### config.mk
export PLATFORM = sky130hd
export DESIGN_NAME = fifo_queue_conditional_remove_core
export DESIGN_NICKNAME = d
export VERILOG_FILES = /design/src/hw/rtl/fqcr_pkg.sv /design/src/hw/rtl/fqcr_cell.sv /design/src/hw/rtl/fifo_queue_conditional_remove_core.sv
export SDC_FILE = /design/constraint.sdc
export NUM_CORES = 2
export LEC_CHECK = 0
export CORE_ASPECT_RATIO = 0.9
export CORE_MARGIN = 2
export CORE_UTILIZATION = 50
export DETAILED_ROUTE_END_ITERATION = 7
export DONT_BUFFER_PORTS = 1
export HOLD_SLACK_MARGIN = 0.15
export PLACE_DENSITY_LB_ADDON = 0.2
export SETUP_SLACK_MARGIN = 0.02
export SLEW_MARGIN = 5
export SYNTH_ARGS = -nofsm -noshare
export SYNTH_HDL_FRONTEND = slang
export SYNTH_SLANG_ARGS = --single-unit
### constraint.sdc
create_clock -name clk -period 12.71 [get_ports clk]
set_input_delay 1.271 -clock clk [delete_from_list [all_inputs] [get_ports clk]]
set_output_delay 1.271 -clock clk [all_outputs]
set_load 0.05 [all_outputs]
### src/hw/rtl/fqcr_pkg.sv
// ----------------------------------------------------------------------------
// fqcr_pkg
// Types, codes and helpers shared by the conditional-remove queue and its
// storage cells.
// ----------------------------------------------------------------------------
package fqcr_pkg;

  localparam int QUEUE_DEPTH = 16;
  localparam int VALUE_WIDTH = 32;
  localparam int CNT_W       = $clog2(QUEUE_DEPTH + 1);

  localparam logic OP_INSERT = 1'b0;
  localparam logic OP_REMOVE = 1'b1;

  localparam logic [1:0] ST_DONE    = 2'd0;
  localparam logic [1:0] ST_EMPTY   = 2'd1;
  localparam logic [1:0] ST_NOMATCH = 2'd2;
  localparam logic [1:0] ST_FULL    = 2'd3;

  typedef logic signed [VALUE_WIDTH-1:0] entry_t;
  typedef logic [CNT_W-1:0]              count_t;

  typedef struct packed {
    logic              operation;
    logic signed [31:0] value;
  } in_beat_t;

  typedef struct packed {
    logic [1:0]         status;
    logic               is_empty;
    logic signed [31:0] head_value;
    logic [4:0]         entry_count;
  } out_beat_t;

  // Broadcast from the control to every cell in the row.
  typedef struct packed {
    logic   do_insert;
    logic   do_remove;
    entry_t key;
  } cell_ctrl_t;

  // Take the 32-bit field as a VALUE_WIDTH-bit entry.
  function automatic entry_t to_entry(logic [31:0] field);
    logic [63:0] wide;
    wide = 64'(field);
    return entry_t'(wide[VALUE_WIDTH-1:0]);
  endfunction

  // Sign-extend an entry, then cut it to the 32-bit field.
  function automatic logic [31:0] to_field(entry_t v);
    logic signed [63:0] wide;
    wide = 64'(v);
    return wide[31:0];
  endfunction

  function automatic logic [4:0] to_count_field(count_t c);
    logic [63:0] wide;
    wide = 64'(c);
    return wide[4:0];
  endfunction

endpackage

### src/hw/rtl/fqcr_cell.sv
// ----------------------------------------------------------------------------
// fqcr_cell
// One queue slot: holds an entry, compares it against the remove key and
// takes its right neighbor's entry when a match at or ahead of it closes up.
// ----------------------------------------------------------------------------
module fqcr_cell
  import fqcr_pkg::*;
(
  input  logic       clk,
  input  cell_ctrl_t ctrl,
  input  logic       occupied,
  input  logic       is_tail,
  input  logic       found_in,
  input  entry_t     right_data,
  output logic       found_out,
  output entry_t     data,
  output entry_t     data_next
);

  logic match;
  logic shift;

  assign match     = occupied && (data <= ctrl.key);
  assign found_out = found_in || match;
  assign shift     = ctrl.do_remove && found_out;

  always_comb begin
    data_next = data;
    if (ctrl.do_insert && is_tail) begin
      data_next = ctrl.key;
    end else if (shift) begin
      data_next = right_data;
    end
  end

  always_ff @(posedge clk) begin
    data <= data_next;
  end

endmodule

### src/hw/rtl/fifo_queue_conditional_remove_core.sv
// ----------------------------------------------------------------------------
// fifo_queue_conditional_remove_core
// Bounded ordered queue of signed values with insert at the tail and removal
// of the first entry, from the head, that is not greater than a key.
//
// The queue is a row of QUEUE_DEPTH cells, cell 0 at the head. An insert
// loads the cell at the tail; a remove has every occupied cell compare its
// entry with the key at once, a found flag ripples from the head along the
// row, and each cell at or behind the first match takes its right
// neighbor's entry, so the gap closes in the same cycle. Every beat in
// gives exactly one beat out, registered, in the cycle after acceptance. The
// block takes one beat per cycle; the output register stalls the input only
// while a result waits and is not being taken. The cycle time is set by the
// compare in each cell plus the ripple of the found flag across the row.
// ----------------------------------------------------------------------------
module fifo_queue_conditional_remove_core
  import fqcr_pkg::*;
(
  input  logic      clk,
  input  logic      rst,
  input  logic      in_valid,
  output logic      in_stall,
  input  in_beat_t  in_data,
  output logic      out_valid,
  input  logic      out_stall,
  output out_beat_t out_data
);

  count_t     count;
  count_t     count_next;
  logic       accept;
  logic       full;
  logic       empty;
  logic       any_match;
  logic [1:0] status_next;
  logic       out_valid_next;
  cell_ctrl_t ctrl;

  entry_t               cell_data      [QUEUE_DEPTH];
  entry_t               cell_data_next [QUEUE_DEPTH];
  logic [QUEUE_DEPTH:0] found;

  assign in_stall = out_valid && out_stall;
  assign accept   = in_valid && !in_stall;
  assign full     = (count == count_t'(QUEUE_DEPTH));
  assign empty    = (count == '0);

  assign ctrl.key       = to_entry(in_data.value);
  assign ctrl.do_insert = accept && (in_data.operation == OP_INSERT) && !full;
  assign ctrl.do_remove = accept && (in_data.operation == OP_REMOVE);

  assign found[0]  = 1'b0;
  assign any_match = found[QUEUE_DEPTH];

  for (genvar i = 0; i < QUEUE_DEPTH; i++) begin : g_cell
    entry_t right;
    if (i == QUEUE_DEPTH - 1) begin : g_last
      assign right = cell_data[i];
    end else begin : g_mid
      assign right = cell_data[i+1];
    end

    fqcr_cell u_cell (
      .clk       (clk),
      .ctrl      (ctrl),
      .occupied  (count > count_t'(i)),
      .is_tail   (count == count_t'(i)),
      .found_in  (found[i]),
      .right_data(right),
      .found_out (found[i+1]),
      .data      (cell_data[i]),
      .data_next (cell_data_next[i])
    );
  end

  always_comb begin
    count_next  = count;
    status_next = ST_DONE;
    if (in_data.operation == OP_INSERT) begin
      if (full) begin
        status_next = ST_FULL;
      end else begin
        count_next = count + count_t'(1);
      end
    end else if (empty) begin
      status_next = ST_EMPTY;
    end else if (!any_match) begin
      status_next = ST_NOMATCH;
    end else begin
      count_next = count - count_t'(1);
    end
  end

  // Hold the result until taken; a new beat may replace it in the same cycle.
  assign out_valid_next = accept || (out_valid && out_stall);

  always_ff @(posedge clk) begin
    if (rst) begin
      count     <= '0;
      out_valid <= 1'b0;
    end else begin
      out_valid <= out_valid_next;
      if (accept) begin
        count <= count_next;
      end
    end
  end

  always_ff @(posedge clk) begin
    if (accept) begin
      out_data.status      <= status_next;
      out_data.is_empty    <= (count_next == '0);
      out_data.head_value  <= (count_next == '0) ? 32'sd0 : to_field(cell_data_next[0]);
      out_data.entry_count <= to_count_field(count_next);
    end
  end

`ifndef NO_ASSERTIONS
  a_count_bound: assert property (@(posedge clk) disable iff (rst)
    count <= count_t'(QUEUE_DEPTH))
    else $error("entry count beyond queue depth");

  a_empty_head: assert property (@(posedge clk) disable iff (rst)
    out_valid && out_data.is_empty |-> out_data.head_value == 32'sd0)
    else $error("empty result carries a head value");

  a_count_out: assert property (@(posedge clk) disable iff (rst)
    out_valid |-> out_data.entry_count == to_count_field(count))
    else $error("reported count differs from held count");

  a_insert_grow: assert property (@(posedge clk) disable iff (rst)
    ctrl.do_insert |=> count == $past(count) + count_t'(1))
    else $error("insert did not advance the count");
`endif

endmodule

Word-level counts from Yosys, hierarchy flattened. Cells that the tools add are included.

Register bits after elaboration: 558. Latch bits: 0. Bits in writable memories: 0. Memory bits (read-only): 0. Input port bits: 37. Output and inout bits: 42. Word-level logic and storage cells: 197. Memories kept: 0.

$add $sub $neg: 2. $mul: 0. Div/mod/pow operators: 0. Order comparisons: 32. Eq/ne operators: 16. Shift-type cells: 0. Multiplexer cells: 38. Bitwise gates (word level): 1. Reductions and logical operators: 86.

Operators by type and width (number): $mux 32 (30); $le 32x32->1 (16); $logic_and 1x1->1 (52); $eq 5x4->1 const B (8); $gt 5x4->1 const B (8); $reduce_bool 2->1 (14); $eq 5x3->1 const B (4); $gt 5x3->1 const B (4); $mux 5 (4); $logic_or 1x1->1 (16); $eq 5x2->1 const B (2); $gt 5x1->1 const B (2); $gt 5x2->1 const B (2); $logic_not 5->1 (2); $mux 2 (4); $add 5x1->5 const B (1); $eq 5x1->1 const B (1); $eq 5x5->1 const B (1); $sub 5x1->5 const B (1); $logic_not 1->1 (2); $not 1->1 (1).

Logic depth before layout (Yosys ltp).
Word-level depth: 21. Depth in mapped cells: 16. Mapped depth without buffers: 13.

Cells and area by module. From an unflattened synthesis, not the netlist that was laid out.

Cell total of the unflattened synthesis: 5317. Area, all modules: 49213.4 um^2.

Modules (own cells, without submodules): fqcr_cell (instances 16, cells each 316, area each 2914.0 um^2, seq. area each 640.6 um^2); fifo_queue_conditional_remove_core (instances 1, cells each 261, area each 2588.7 um^2, seq. area each 1321.3 um^2).

Least setup slack after synthesis. OpenSTA, ideal clock, no wires.

Kind: input to register. Start point: in in_data[30] (netlist name). End point: reg g_cell[9].u_cell.data[0], enable pin. Library setup time: 0.466 ns. Arrival time: 6.073 ns. Data required time: 12.244 ns. Path slack: 6.171 ns. Cell stages on the path: 11. Path buffers: 0. Path through: clkinv_1 > ha_1 > a21oi_1 > nand2_1 > a221o_1 > or3_4 > o311ai_4 > a211oi_4 > nand4_4 > nor2_1 > o21ai_0.

Cells in the longest elaborated chain, start to end: 13. Elaborated cells between the ends (all ways): 31. Those cells by class: order compare (10); reduce/logical (21).

RTL lines: start, declared (RTL line fifo_queue_conditional_remove_core.sv:23) `input in_beat_t in_data,`; $le 32x32->1 (RTL line fqcr_cell.sv:23) `assign match = occupied && (data <= ctrl.key);`; $logic_and 1x1->1 (RTL line fqcr_cell.sv:23); $logic_or 1x1->1 (8 in a row) (RTL line fqcr_cell.sv:24) `assign found_out = found_in || match;`; $logic_or 1x1->1 (*) (RTL line fqcr_cell.sv:24); $logic_and 1x1->1 (*) (RTL line fqcr_cell.sv:25) `assign shift = ctrl.do_remove && found_out;`; $reduce_bool 2->1 (no source line) (*); end signal, assigned (RTL line fqcr_cell.sv:37) `data <= data_next;`; end, declared (RTL line fqcr_cell.sv:16) `output entry_t data,`.

Mark *: on every way between the ends. The rest lies on a longest branch, timed or not. A chain may end at the register's enable or synchronous reset.

Final worst setup path.
Start point: in in_data[24] (netlist name). End point: reg out_data[18] (netlist name), data pin.

Cells in the longest elaborated chain, start to end: 21. Elaborated cells between the ends (all ways): 54. Those cells by class: order compare (16); mux (5); reduce/logical (33).

RTL lines: $le 32x32->1 (RTL line fqcr_cell.sv:23); $logic_and 1x1->1 (RTL line fqcr_cell.sv:23); $logic_or 1x1->1 (15 in a row) (RTL line fqcr_cell.sv:24); $mux 5 (RTL line fifo_queue_conditional_remove_core.sv:87) `end else if (!any_match) begin`; $mux 5 (RTL line fifo_queue_conditional_remove_core.sv:85) `end else if (empty) begin`; $mux 5 (RTL line fifo_queue_conditional_remove_core.sv:79) `if (in_data.operation == OP_INSERT) begin`; $logic_not 5->1 (RTL line fifo_queue_conditional_remove_core.sv:113) `out_data.head_value <= (count_next == '0) ? 32'sd0 : to_field(cell_data_next[0]);`; end, declared (RTL line fifo_queue_conditional_remove_core.sv:26) `output out_beat_t out_data`.

Parallel ways exist; a longest one is shown, timed or not.

==> out/qor.csv <==
metric;value;unit
status;finished clean;
GR met2 Demand/Resource;45.81;%
CP required;13.02;ns
Synth top area share;44.86;%
Final HPWL DP;80.71;mm
Num Clock Sinks;558;
synthesized instance count;3113;
Area after DPL;0.03602;mm2
fin nets;3685;
RSZ-0062 raised after global routing;no;
Synth Area in Simple Gates;11.11;%
Ant. Diodes;0;
fin worst setup slack;5.787;ns
hold path startpoint;g_cell[6].u_cell.data[1]$_DFFE_PP_;
Worst path depth;13;
Global Route Usage Sum;30.35;%
slew margin rel.;14.51;%
Root Driver;clkbuf_16;
Reg-to-Reg Start;g_cell[1].u_cell.data[31]$_DFFE_PP_;
Die W;282.1;um
power density over the cells;170.0;mW/mm2
Post-synth top cells;edfxtp_1 (520), ha_1 (517), nand2_1 (421);
Final Hold Viols;0;
RD Place Congestion;0.9684;
core footprint;0.06866;mm2
vias in the first global route;25860;
die area;0.07175;mm2
final setup fails;0;
Initial Util;50.70;%
site row count;91;
CTS Buf Count;60;
EDFF count, synth;520;
top post-synthesis cells by area;edfxtp_1 (45%), ha_1 (19%), mux2_2 (5.3%);
leakage;15.53;nW
crit-path most repeated cell;nor4_1;
worst-path cell chain;clkinv_1 -> ha_1 -> nand4_1 -> nor4_1 -> nand3b_1 -> o41ai_1 -> a211o_1 -> a211oi_4 -> nand4_4 -> nor4_1 -> or3_1 -> and3_1 -> a31oi_1;
largest family of logic cells by synthesized area;adder cells;
GR Util met1;43.53;%
crit path time final;6.923;ns
Crit Path Class;input pin to register;
drt pass-1 iters;5;
worst slack at placement;5.369;ns
CP startpoint;in_data[24];
CTS tree;done;
GR Overflow Total;0;
Post-Syn Nets;3667;
via count;26730;
Final Skew;0.01935;ns
Synth Area in Compound Gates;14.31;%
First DRT Iteration DRCs;3038;
Total Power;6.482;mW
DRC Markers;0;
Detailed Route WL;110.4;mm
Worst Setup Start Kind;input pin;
Final period util;54.47;%
CP max FO;33;
placed cell count;3999;
CP max stage cell;and3_1;
clk slew on worst S/H paths;0.06;ns
worst skew pair latency;0.64;ns
Post-Layout Cell Count;4113;
cell family with most CP delay;simple AND/OR/NAND/NOR gates;
WP buf/inv;1;
Layout fillers;5849;
Main synth FF type;edfxtp_1;
Max Buffers Root-to-Sink;3;
met3 GRT Util;6.568;%
Register-to-Register Setup Slack;7.02;ns
cts hold-fix bufs;0;
H-tree levels;2;
Hold Crit Depth;2;
warnings from Yosys;0;
fmax;144.5;MHz
HP Class;register to register;
Critical Path Max Stage Delay;1.01;ns
initial antenna violation count;2;
multi-input logic area;0.01761;mm2
Max Cap Viol;0;
Vias/cell;6.500;
utilization after layout;55.52;%
register area;0.01638;mm2
synthesized area;0.03481;mm2
final setup TNS;0;ns
fraction of registers with async set/reset;0;%
Synth Area in Adders;18.58;%
Yosys cell types;93;
largest net degree at the start of global routing;65;
# Post-CTS Setup Buffers;0;
Synth Area in XOR/XNOR;0.07549;%
max-slew violations;0;
Buffers on Ports;0;
Synth area leader;edfxtp_1;
area grow syn2layout;9.508;%
worst r2r path cells;12;
worst hold slack;0.5616;ns
gr busiest metal;met2;
sequential element share of the synthesized area;47.05;%
first-pass GRT wire length;162.7;mm
count leader, synth;edfxtp_1;
CP endpoint kind;register;
Ports;79;
Post-Synthesis Mean Instance Area;11.18;um2
Worst EP arrival;7.23;ns
pin slew with the least headroom to its limit;1.282;ns
IR drop worst, VDD;0.0001275;V
mux share of post-synthesis cell area;6.229;%
Design Area, Final;0.03812;mm2
Gates resized, CTS repair;0;
Die H;254.3;um
DRT antenna net count;0;
wire per inst;26.85;um
share of cells above drive strength 1;11.72;%
register bit count reported by yosys;558;
power breakdown:
group	switching [mW]	total, mW	internal, mW	leakage, nW
Sequential	0.372	2.87	2.50	5.11
Clock	0.785	1.90	1.11	1.03
Combinational	1.11	1.71	0.607	9.39
Total	2.26	6.48	4.22	15.5
state kept, by name (all words and copies together), names as in the netlist:
name,cells
out_valid,1
g_cell.u_cell.data,512
count,5
out_data,40
cell families after synthesis:
| logic type | Yosys count |
|---|---|
| multiplexers | 196 |
| AO/OA/AOI/OAI | 807 |
| buffers and inverters | 218 |
| XOR/XNOR | 3 |
| AND/OR/NAND/NOR | 814 |
| flip-flops | 558 |
| adder cells (fa/ha/maj) | 517 |
final timing paths:
kind	endpoint
worst max register to register	out_data[18]$_SDFFCE_PN0P_
worst min register to register	g_cell[5].u_cell.data[1]$_DFFE_PP_
worst max-delay path	out_data[18]$_SDFFCE_PN0P_
worst min-delay path	g_cell[5].u_cell.data[1]$_DFFE_PP_
final cells by class:
cell class                      instances  area share [%]
Sequential cell                       558           42.96
Inverter                              116           1.142
Tap cell                              930           3.053
Timing Repair Buffer                   58           1.142
Clock inverter                         34           1.090
Clock buffer                           80           4.405
Multi-Input combinational cell       2337           46.21
layer usage:
layer | wire (um) | vias up
met3 | 10870 | 249
met2 | 47630 | 1296
met5 | 126 | -
met4 | 3363 | 2
met1 | 48440 | 13170
li1 | - | 12010
layout by cell type, fill, tap and decap left out, types with 14 or more instances in the layout:
cell and instances:
nor3_1 31, buf_4 58, o21a_1 45, nor4_1 16
clkbuf_16 62, edfxtp_1 520, mux2_2 165, a21oi_1 145
clkinv_1 38, a31oi_1 39, a21o_1 61, nor2b_1 18
mux2i_1 31, o211ai_1 19, inv_1 82, ha_1 517
o21ai_0 363, and3_1 14, nand4_1 92, nand3_1 64
a211oi_1 23, nand2_1 420, nor2_1 72, dfxtp_1 38
worst register-to-register path: cells and delay by family, from the launching register on:
kind,cells,cell delay [ns]
fa+ha+maj,1,0.45
flops,1,0.43
simple gates,7,3.34
compound gates,4,1.17
Power figures use the tool's default switching activity.
